File: src/rtl/steq_pkg.sv
// ----------------------------------------------------------------------------
// steq_pkg
// Shared types and constants for the sorted timer expiry queue: queue
// sizing, result status codes, controller states and the command and status
// groups that pass between the controller and the datapath.
// ----------------------------------------------------------------------------
package steq_pkg;

    // Queue sizing
    localparam int QUEUE_DEPTH  = 16;
    localparam int TASK_ID_BITS = 8;
    localparam int COUNT_W      = $clog2(QUEUE_DEPTH + 1);

    // Fixed field widths of the ports
    localparam int TIME_W   = 32;
    localparam int TASK_W   = 8;
    localparam int STATUS_W = 2;

    // Request kinds
    localparam logic REQ_REGISTER = 1'b0;
    localparam logic REQ_TICK     = 1'b1;

    typedef logic [TIME_W-1:0]       time_t;
    typedef logic [TASK_ID_BITS-1:0] task_t;
    typedef logic [COUNT_W-1:0]      count_t;

    // Result status codes
    typedef enum logic [STATUS_W-1:0] {
        STATUS_REGISTERED = 2'd0,
        STATUS_WOKEN      = 2'd1,
        STATUS_IDLE_TICK  = 2'd2,
        STATUS_FULL       = 2'd3
    } status_t;

    // Controller states
    typedef enum logic [1:0] {
        ST_IDLE,
        ST_REG,
        ST_TICK
    } state_t;

    // Commands from the controller to the datapath
    typedef struct packed {
        logic    load;       // capture a request
        logic    insert;     // insert the captured timer in order
        logic    pop;        // drop the head entry
        logic    out_load;   // load the result register
        status_t status;     // status of the loaded result
        logic    last;       // last marker of the loaded result
    } dp_cmd_t;

    // Status from the datapath to the controller
    typedef struct packed {
        logic full;          // queue holds QUEUE_DEPTH entries
        logic head_expired;  // head entry is due at the captured time
        logic next_expired;  // entry after the head is due as well
        logic out_free;      // result register can take a new result
    } dp_status_t;

endpackage

File: src/rtl/steq_ctrl.sv
// ----------------------------------------------------------------------------
// steq_ctrl
// Controller state machine: accepts one request at a time, then steers the
// datapath through an ordered insert or a sequence of head removals.
// ----------------------------------------------------------------------------
module steq_ctrl (
    input  logic                 clk,
    input  logic                 rst_n,
    input  logic                 in_valid,
    input  logic                 req_type,
    input  steq_pkg::dp_status_t sts,
    output logic                 in_stall,
    output steq_pkg::dp_cmd_t    cmd
);

    steq_pkg::state_t state_reg;
    steq_pkg::state_t state_next;

    // State register
    always_ff @(posedge clk or negedge rst_n)
    begin
        if (!rst_n)
        begin
            state_reg <= steq_pkg::ST_IDLE;
        end
        else
        begin
            state_reg <= state_next;
        end
    end

    // Next state
    always_comb
    begin
        state_next = state_reg;
        unique case (state_reg)
            steq_pkg::ST_IDLE:
            begin
                if (in_valid)
                begin
                    state_next = (req_type == steq_pkg::REQ_TICK) ?
                                 steq_pkg::ST_TICK : steq_pkg::ST_REG;
                end
            end
            steq_pkg::ST_REG:
            begin
                if (sts.out_free)
                begin
                    state_next = steq_pkg::ST_IDLE;
                end
            end
            steq_pkg::ST_TICK:
            begin
                if (sts.out_free && (!sts.head_expired || !sts.next_expired))
                begin
                    state_next = steq_pkg::ST_IDLE;
                end
            end
            default:
            begin
                state_next = steq_pkg::ST_IDLE;
            end
        endcase
    end

    // Outputs: hold off requests while busy, issue datapath commands
    always_comb
    begin
        in_stall     = 1'b1;
        cmd          = '0;
        cmd.status   = steq_pkg::STATUS_REGISTERED;
        unique case (state_reg)
            steq_pkg::ST_IDLE:
            begin
                in_stall = 1'b0;
                cmd.load = in_valid;
            end
            steq_pkg::ST_REG:
            begin
                if (sts.out_free)
                begin
                    cmd.out_load = 1'b1;
                    cmd.last     = 1'b1;
                    cmd.insert   = !sts.full;
                    cmd.status   = sts.full ? steq_pkg::STATUS_FULL :
                                              steq_pkg::STATUS_REGISTERED;
                end
            end
            steq_pkg::ST_TICK:
            begin
                if (sts.out_free)
                begin
                    cmd.out_load = 1'b1;
                    if (sts.head_expired)
                    begin
                        cmd.pop    = 1'b1;
                        cmd.status = steq_pkg::STATUS_WOKEN;
                        cmd.last   = !sts.next_expired;
                    end
                    else
                    begin
                        cmd.status = steq_pkg::STATUS_IDLE_TICK;
                        cmd.last   = 1'b1;
                    end
                end
            end
            default:
            begin
                in_stall = 1'b1;
            end
        endcase
    end

endmodule

File: src/rtl/steq_datapath.sv
// ----------------------------------------------------------------------------
// steq_datapath
// Request capture, sorted entry registers with ordered insert and head
// removal, entry count, and the result register towards the output channel.
// ----------------------------------------------------------------------------
module steq_datapath (
    input  logic                                 clk,
    input  logic                                 rst_n,
    input  steq_pkg::dp_cmd_t                    cmd,
    input  logic [steq_pkg::TIME_W-1:0]          delay,
    input  logic [steq_pkg::TIME_W-1:0]          now,
    input  logic [steq_pkg::TASK_W-1:0]          task_id,
    input  logic                                 out_stall,
    output logic                                 out_valid,
    output logic [steq_pkg::STATUS_W-1:0]        status,
    output logic [steq_pkg::TASK_W-1:0]          woken_task,
    output logic                                 last,
    output steq_pkg::dp_status_t                 sts
);

    // Captured request
    steq_pkg::time_t  now_reg;
    steq_pkg::time_t  expiry_reg;
    steq_pkg::task_t  task_reg;

    // Sorted entries, valid below count_reg
    steq_pkg::time_t  exp_reg  [steq_pkg::QUEUE_DEPTH];
    steq_pkg::task_t  tsk_reg  [steq_pkg::QUEUE_DEPTH];
    steq_pkg::time_t  exp_next [steq_pkg::QUEUE_DEPTH];
    steq_pkg::task_t  tsk_next [steq_pkg::QUEUE_DEPTH];
    steq_pkg::count_t count_reg;
    steq_pkg::count_t count_next;

    // Insert position flags
    logic [steq_pkg::QUEUE_DEPTH-1:0] at_or_after;
    logic [steq_pkg::QUEUE_DEPTH-1:0] prev_after;

    // Result register
    logic                        out_valid_reg;
    steq_pkg::status_t           status_reg;
    logic [steq_pkg::TASK_W-1:0] woken_reg;
    logic [steq_pkg::TASK_W-1:0] woken_next;
    logic                        last_reg;

    // Capture the request and form its expiry (wraps modulo 2^32)
    always_ff @(posedge clk)
    begin
        if (cmd.load)
        begin
            now_reg    <= now;
            expiry_reg <= delay + now;
            task_reg   <= steq_pkg::TASK_ID_BITS'(task_id);
        end
    end

    // Mark slots at or beyond the insert point: free slots, or a later expiry
    always_comb
    begin
        for (int i = 0; i < steq_pkg::QUEUE_DEPTH; i++)
        begin
            at_or_after[i] = (steq_pkg::COUNT_W'(i) >= count_reg) ||
                             (exp_reg[i] > expiry_reg);
        end
        prev_after[0] = 1'b0;
        for (int i = 1; i < steq_pkg::QUEUE_DEPTH; i++)
        begin
            prev_after[i] = at_or_after[i-1];
        end
    end

    // Next entry contents: shift right for insert, shift left for pop
    always_comb
    begin
        for (int i = 0; i < steq_pkg::QUEUE_DEPTH; i++)
        begin
            exp_next[i] = exp_reg[i];
            tsk_next[i] = tsk_reg[i];
            if (cmd.insert && at_or_after[i] && !prev_after[i])
            begin
                exp_next[i] = expiry_reg;
                tsk_next[i] = task_reg;
            end
        end
        for (int i = 1; i < steq_pkg::QUEUE_DEPTH; i++)
        begin
            if (cmd.insert && prev_after[i])
            begin
                exp_next[i] = exp_reg[i-1];
                tsk_next[i] = tsk_reg[i-1];
            end
        end
        for (int i = 0; i < steq_pkg::QUEUE_DEPTH - 1; i++)
        begin
            if (cmd.pop)
            begin
                exp_next[i] = exp_reg[i+1];
                tsk_next[i] = tsk_reg[i+1];
            end
        end
    end

    // Entry registers
    always_ff @(posedge clk)
    begin
        for (int i = 0; i < steq_pkg::QUEUE_DEPTH; i++)
        begin
            exp_reg[i] <= exp_next[i];
            tsk_reg[i] <= tsk_next[i];
        end
    end

    // Advance the entry count
    always_comb
    begin
        count_next = count_reg;
        if (cmd.insert)
        begin
            count_next = count_reg + steq_pkg::COUNT_W'(1);
        end
        else if (cmd.pop)
        begin
            count_next = count_reg - steq_pkg::COUNT_W'(1);
        end
    end

    always_ff @(posedge clk or negedge rst_n)
    begin
        if (!rst_n)
        begin
            count_reg <= '0;
        end
        else
        begin
            count_reg <= count_next;
        end
    end

    // Status towards the controller
    always_comb
    begin
        sts.full         = (count_reg == steq_pkg::COUNT_W'(steq_pkg::QUEUE_DEPTH));
        sts.head_expired = (count_reg != '0) && (exp_reg[0] <= now_reg);
        sts.next_expired = (count_reg > steq_pkg::COUNT_W'(1)) &&
                           (exp_reg[1] <= now_reg);
        sts.out_free     = !out_valid_reg || !out_stall;
    end

    // Woken task only on a woken result
    always_comb
    begin
        woken_next = '0;
        if (cmd.status == steq_pkg::STATUS_WOKEN)
        begin
            woken_next = steq_pkg::TASK_W'(tsk_reg[0]);
        end
    end

    // Result register: load a new result, drop it once transferred
    always_ff @(posedge clk or negedge rst_n)
    begin
        if (!rst_n)
        begin
            out_valid_reg <= 1'b0;
        end
        else if (cmd.out_load)
        begin
            out_valid_reg <= 1'b1;
        end
        else if (!out_stall)
        begin
            out_valid_reg <= 1'b0;
        end
    end

    always_ff @(posedge clk)
    begin
        if (cmd.out_load)
        begin
            status_reg <= cmd.status;
            woken_reg  <= woken_next;
            last_reg   <= cmd.last;
        end
    end

    assign out_valid  = out_valid_reg;
    assign status     = status_reg;
    assign woken_task = woken_reg;
    assign last       = last_reg;

    // Checks
    a_count_bound: assert property (@(posedge clk) disable iff (!rst_n)
        count_reg <= steq_pkg::COUNT_W'(steq_pkg::QUEUE_DEPTH))
        else $error("entry count beyond queue depth");

    a_pop_nonempty: assert property (@(posedge clk) disable iff (!rst_n)
        cmd.pop |-> (count_reg != '0))
        else $error("head removed from an empty queue");

    a_insert_room: assert property (@(posedge clk) disable iff (!rst_n)
        cmd.insert |-> !sts.full)
        else $error("insert into a full queue");

    a_no_overwrite: assert property (@(posedge clk) disable iff (!rst_n)
        cmd.out_load |-> sts.out_free)
        else $error("pending result overwritten");

    a_insert_count: assert property (@(posedge clk) disable iff (!rst_n)
        cmd.insert |=> (count_reg == $past(count_reg) + steq_pkg::COUNT_W'(1)))
        else $error("entry count not advanced by insert");

endmodule

File: src/rtl/sorted_timer_expiry_queue.sv
// ----------------------------------------------------------------------------
// sorted_timer_expiry_queue
// Bounded queue of pending timers kept sorted by absolute expiry time, with
// ordered insert on register requests and in-order wake-up on ticks.
// ----------------------------------------------------------------------------
// Usage:
//   Input channel (in_valid / in_stall) carries req_type, delay, now and
//   task_id. A register request stores a timer expiring at delay + now,
//   after every entry with an equal or earlier expiry; it is refused with
//   status 3 when the queue is full. A tick request removes every entry due
//   at or before now and returns their task ids in queue order.
//   Output channel (out_valid / out_stall) carries status, woken_task and
//   last; last marks the final result of each request. A tick with nothing
//   due returns a single status 2 result.
//   Timing: one request is in work at a time. A register request first
//   forms its expiry add in the capture registers, then does the parallel
//   compare and shift insert as its result is loaded. A tick makes one head
//   removal per cycle, waiting whenever the result register is stalled.
//   in_stall is low only while the controller is idle.
//   A stalled receiver holds the result register; the queue waits for it.
//   Reset clears the entry count and all control state; no clearing pass.
// ----------------------------------------------------------------------------
module sorted_timer_expiry_queue (
    input  logic                          clk,
    input  logic                          rst_n,
    input  logic                          in_valid,
    output logic                          in_stall,
    input  logic                          req_type,
    input  logic [steq_pkg::TIME_W-1:0]   delay,
    input  logic [steq_pkg::TIME_W-1:0]   now,
    input  logic [steq_pkg::TASK_W-1:0]   task_id,
    output logic                          out_valid,
    input  logic                          out_stall,
    output logic [steq_pkg::STATUS_W-1:0] status,
    output logic [steq_pkg::TASK_W-1:0]   woken_task,
    output logic                          last
);

    steq_pkg::dp_cmd_t    cmd;
    steq_pkg::dp_status_t sts;

    // Controller
    steq_ctrl u_ctrl (
        .clk      (clk),
        .rst_n    (rst_n),
        .in_valid (in_valid),
        .req_type (req_type),
        .sts      (sts),
        .in_stall (in_stall),
        .cmd      (cmd)
    );

    // Datapath
    steq_datapath u_datapath (
        .clk        (clk),
        .rst_n      (rst_n),
        .cmd        (cmd),
        .delay      (delay),
        .now        (now),
        .task_id    (task_id),
        .out_stall  (out_stall),
        .out_valid  (out_valid),
        .status     (status),
        .woken_task (woken_task),
        .last       (last),
        .sts        (sts)
    );

endmodule
File: config.mk
export PLATFORM = sky130hd
export DESIGN_NAME = sorted_timer_expiry_queue
export DESIGN_NICKNAME = d
export VERILOG_FILES = /design/src/rtl/steq_pkg.sv /design/src/rtl/steq_ctrl.sv /design/src/rtl/steq_datapath.sv /design/src/rtl/sorted_timer_expiry_queue.sv
export SDC_FILE = /design/constraint.sdc
export NUM_CORES = 2
export LEC_CHECK = 0
export BUFFER_PORTS_ARGS = -buffer_cell sky130_fd_sc_hd__buf_2
export CAP_MARGIN = 10
export CORE_ASPECT_RATIO = 0.8
export CORE_UTILIZATION = 40
export CTS_CLUSTER_SIZE = 14
export DETAILED_ROUTE_END_ITERATION = 7
export GPL_ROUTABILITY_DRIVEN = 0
export GPL_TIMING_DRIVEN = 0
export PLACE_DENSITY = 0.56
export REMOVE_ABC_BUFFERS = 1
export SETUP_SLACK_MARGIN = 0.4
export SYNTH_ARGS = -nofsm -noshare
export SYNTH_HDL_FRONTEND = slang
export SYNTH_SLANG_ARGS = --single-unit
File: constraint.sdc
create_clock -name clk -period 6.9 [get_ports clk]
set_clock_uncertainty 0.15 [all_clocks]
set_input_delay 1.38 -clock clk [delete_from_list [all_inputs] [get_ports clk]]
set_output_delay 1.38 -clock clk [all_outputs]
set_load 0.01 [all_outputs]
# == After elaboration in Yosys (flattened, before gate mapping) ==
# Memories as Yosys holds them, arrays and structs flattened.
# Index checks and enable logic that the tools add are counted.
# word_totals
mem_bits_rw,640
word_cells,245
memories,2
output_inout_bits,13
in_bits,77
regBits,91
# memory_table
name,words,width,rd,rd_ports_with_merged_regs,write_ports,line,rtl
u_datapath.exp_reg,16,32,16,0,16,steq_datapath.sv:27,steq_pkg::time_t exp_reg [steq_pkg::QUEUE_DEPTH];
u_datapath.tsk_reg,16,8,16,0,16,steq_datapath.sv:28,steq_pkg::task_t tsk_reg [steq_pkg::QUEUE_DEPTH];
# classes
reduce_logical,76
muxes,112
magnitude_cmp,35
add_sub_neg,3
eq_ne,8
# ops
operator,n
2-to-1 mux 32 bit,46
greater-than comparator 32 bit,16
2-to-1 mux 8 bit,46
less-or-equal comparator 32 bit,2
"greater-or-equal comparator 4 x 5 -> 1 bit, first input constant",8
logical AND 1 bit,34
adder 32 bit,1
"greater-or-equal comparator 3 x 5 -> 1 bit, first input constant",4
zero test 1 bit,20
logical OR 1 bit,18
2-to-1 mux 5 bit,3
"greater-or-equal comparator 1 x 5 -> 1 bit, first input constant",2
"greater-or-equal comparator 2 x 5 -> 1 bit, first input constant",2
2-to-1 mux 2 bit,5
2-to-1 mux 1 bit,8
case mux 4 bit (2 select lines),1
"!= test 2 x 1 -> 1 bit, second input constant",3
case mux 2 bit (3 select lines),1
"adder 5 x 1 -> 5 bit, second input constant",1
"== test 5 bit, second input constant",1
"greater-than comparator 5 x 1 -> 1 bit, second input constant",1
nonzero test 5 bit,1
"subtractor 5 x 1 -> 5 bit, second input constant",1
"== test 2 x 1 -> 1 bit, second input constant",2
7 further kinds,7

# == Depth between registers and ports, before layout ==
# depth
depth_word,9
ltp_mapped,16
mapped_depth_nobuf,12

# == Modules after synthesis ==
# A second synthesis with hierarchy kept.
# hier_totals
hier_cells,4543
hier_area_um2,49712.7
# by_module_without_submodules
mod,n_inst,area_per_inst_um2,seq_area_each_um2,cells_per_inst
steq_datapath,1,49462.4,21861.0,4511
steq_ctrl,1,250.2,50.0,32

# == Worst setup path before layout ==
# Ideal clock, no wire load.
# synth_timing
kind,register to register
from,register u_datapath.expiry_reg[29] (netlist name)
to,"memory u_datapath.exp_reg[0][64] (netlist bit), enable pin"
t_arrival_ps,4143
path_buffers,3
required_ps,6033
stages_incl_launch_ff,14
path_slack_ps,1890
path_cell_list,edfxtp_1 clkbuf_1 inv_1 ha_1 nand3_1 or3_1 nor2_2 nand2_1 or4_4 o21ai_1 o21bai_2 buf_6 buf_12 nand4_1
# synth_rtl
item,line
to (decl),steq_datapath.sv:27

==> impl_results.md <==
- Worst setup EP type: register
- Post-Place Setup Slack: 1.07 ns
- Worst-Skew Late Latency: 0.67 ns
- Net count reported at finish: 5,293
- Vias in the first global route: 34,872
- Critical-path top delay cell: edfxtp_1
- Yosys reg bits: approximately 730
- Flop pwr share: 39.1%
- Multi-input gate area: 26,000 um^2
- H-Tree Level Count: 3
- Total length of routed wires: between 100,000 and 150,000 um
- Reg area: 21,900 um^2
- CTS sink cnt: 731
- Final Hold Fails: 0
- Post-synth top area cell: edfxtp_1
- ANT cells: 0
- First-pass GRT wire length: 211,000 um
- Dpl cells: around 6,200
- Setup violations, final: 0
- Final slew viol count: 0
- Min Clock Period, post-route: 5.88 ns
- Fin crit share: 85.3%
- Die ar.: 125,000 um^2
- Tightest Pin Transition: 1.14 ns
- Worst path bufs/invs: 2
- Final antenna-violating net count: 0
- CP Launch Type: register
- Io pins: 90
- Core footprint: 123,000 um^2
- Via Count: 35,202
- CTS max path bufs: 3
- Die height: 317 um
- Setup CP Type: register to register
- Fillers: 11,527
- Initial DRC Count: approximately 2,600
- Drt via density: 5.58
- Kind of cell adding the most delay to the critical path: compound AO/OA/AOI/OAI gates
- Yosys cell types: 69
- Non-Filler Instances: 6,307
- CTS Hold Buffers Added: 0
- Die X: 395 um
- Fmax: 170 MHz
- Max reg flops: 512
- Pwr per Cell Area: roughly 520 nW/um^2
- Initial antenna violation count: 0
- Register area share after synthesis: roughly 44%
- Worst path max stage delay: 0.90 ns
- Max-cap violation count: 0
- Clock Power Share: 15.9%
- CTS clock-pin slew for the worst setup and hold paths: 0.06 ns
- Switching share of power: 41.8%
- Synth Area per Inst: 10.7 um^2
- Total power draw: 28,500 uW
- Commonest non-fill, non-tap cell in the layout: edfxtp_1
- Gr usage total: 21.5%
- Maximum vdd drop: 0.000287 V
- Synth-to-layout area growth: 10.7%
- CP arrival: 5.92 ns
- Wire length per cell: 21.7 um
- Leak: 0.0209 uW
- TNS Setup: 0 ns
- Core Rows: roughly 120
- Share of layout cells above drive strength 1: under 10%
- DRC Markers: 0
- Mapped Area: 49,500 um^2
- Syn Inst Count: about 4,600
- Root buf cell: clkbuf_16
- Congestion Overflow GR: 0
- Synth Flop Type: edfxtp_1
- Int Power: 16,600 uW
- Largest net degree at the start of global routing: approximately 100
- Outcome: completed
- TritonCTS clock tree: done
- Cells along the critical path: inv_1 -> ha_1 -> nor2b_1 -> o21a_1 -> o21ai_0 -> a21oi_1 -> o31a_1 -> o31ai_1 -> a32oi_1 -> o21ai_4 -> buf_12 -> nand3_4
- TritonRoute pass-1 iters: 6
- Req. time, crit path: 6.94 ns
- Slew margin rel.: between 20% and 30%
- Most frequent cells in the layout: edfxtp_1, nand2_1, ha_1
- Initial Util: roughly two fifths
- HPWL Detailed: 104,000 um
- Synth Warn #: 0
- Top fanout value on the critical path: 40
- Synth area leaders: edfxtp_1, ha_1, mux2i_1, o21ai_0, nand2_1
- Share of the synthesized area in the top cell type: 43.8%
- Logic pwr share: approximately 45%
- Cts repair resizes: 0
- Ys async rst share: approximately 1.1%
- Port Buf Inserts: 89
- Hold crit path type: register to register
- Post-route setup slack: between 1 and 1.5 ns
- RSZ-0062 raised after global routing: no
- Net Switching: 11,900 uW
- Count of flip-flops with a built-in enable after synthesis: 723
- Postcts setup bufs: 0
- Num CTS Buffers: 86
==> path summary, 6_finish.rpt <==
path | start | end | slack [ns] | cells after the start
worst min register to register | u_datapath.tsk_reg[1][63] | u_datapath.tsk_reg[1][55] | 0.37 | 2
worst max-delay path | u_datapath.expiry_reg[1] | u_datapath.exp_reg[1][204] | 1.02 | 12
worst min-delay path | u_datapath.tsk_reg[1][63] | u_datapath.tsk_reg[1][55] | 0.37 | 2
max in group asynchronous | rst_n | u_datapath.count_reg[2] | 5.94 | 1
min in group asynchronous | rst_n | u_ctrl.state_reg[0] | 0.44 | 1
worst max register to register | u_datapath.expiry_reg[1] | u_datapath.exp_reg[1][204] | 1.02 | 12
==> worst reg2reg max path: cells and delay by family (launching register included) <==
kind            cells  cell delay (ns)
compound gates      7             2.10
fa+ha+maj           1             0.53
buf+inv             2             0.95
flops               1             0.90
simple gates        2             0.71
==> layout make-up <==
type                       instances  share of cell area [%]
timing repair buffer             148                    3.14
sequential                       731                    40.0
multi-input combinational       3528                    47.5
clock buffer                     112                    4.16
clock inverter                    45                   0.771
inverter                         105                   0.719
tap                             1638                    3.74
==> metrics by stage <==
stage | area (um^2) | hold WS (ns) | util, %
6_report | 54800 | 0.371 | 44.6
5_1_grt | 54800 | 0.387 | 44.6
4_1_cts | 54800 | 0.377 | 44.6
3_5_place_dp | 52100 | 0.371 | 42.4
3_3_place_gp | 50700 | 0.351 | 41.2
2_1_floorplan | 48200 | 0.346 | -
==> cell usage after synthesis (4+ instances only) <==
| cell | instances |
|---|---|
| a211o_1 | 4 |
| a211oi_1 | 13 |
| a21o_1 | 220 |
| a21oi_1 | 180 |
| a221oi_1 | 5 |
| a31oi_1 | 7 |
| a41oi_1 | 4 |
| and2_1 | 13 |
| and3_1 | 7 |
| and4_1 | 8 |
| buf_12 | 4 |
| buf_2 | 72 |
| buf_6 | 33 |
| clkbuf_1 | 129 |
| dfrtp_1 | 8 |
| edfxtp_1 | 723 |
| ha_1 | 615 |
| inv_1 | 105 |
| mux2_2 | 39 |
| mux2i_1 | 562 |
| nand2_1 | 661 |
| nand2b_1 | 13 |
| nand3_1 | 24 |
| nand4_1 | 137 |
| nor2_1 | 81 |
| nor2b_1 | 47 |
| nor3_1 | 14 |
| nor4_1 | 23 |
| o211ai_1 | 19 |
| o21a_1 | 39 |
| o21ai_0 | 579 |
| o21ai_1 | 100 |
| o21bai_1 | 7 |
| o221ai_1 | 5 |
| o22ai_1 | 4 |
| o311ai_0 | 4 |
| o31ai_1 | 6 |
| or3_1 | 21 |
| xnor2_1 | 21 |
| xor2_1 | 5 |
==> logic make-up after synthesis <==
logic type      Yosys count  synth area share, %
compound gates         1216                 14.2
buf+inv                 350                 3.49
flops                   731                 44.2
xor+xnor                 26                0.460
mux                     602                 12.3
simple gates           1068                 9.75
fa+ha+maj               616                 15.6
==> power by group through the flow <==
stage	Combinational [uW]	Sequential [uW]	Clock, uW
final	12800	11100	4520
after global routing	14400	11400	4750
after CTS	12900	11000	4620
after detailed placement	12800	11100	0
after global placement	11300	10900	0
after floorplan	9050	10000	0
==> per-layer routing <==
| layer | wire length [um] | GRT usage, % | vias to the layer above | part of all wire (%) |
|---|---|---|---|---|
| li1 | - | - | 17414 | - |
| met2 | 56000 | 31.3 | 769 | 41 |
| met4 | 3480 | 5.77 | 0 | 2.5 |
| met1 | 71500 | 33.3 | 16847 | 52 |
| met5 | 0 | 0 | - | 0 |
| met3 | 5750 | 2.53 | 172 | 4.2 |
Power figures use the tool's default switching activity.
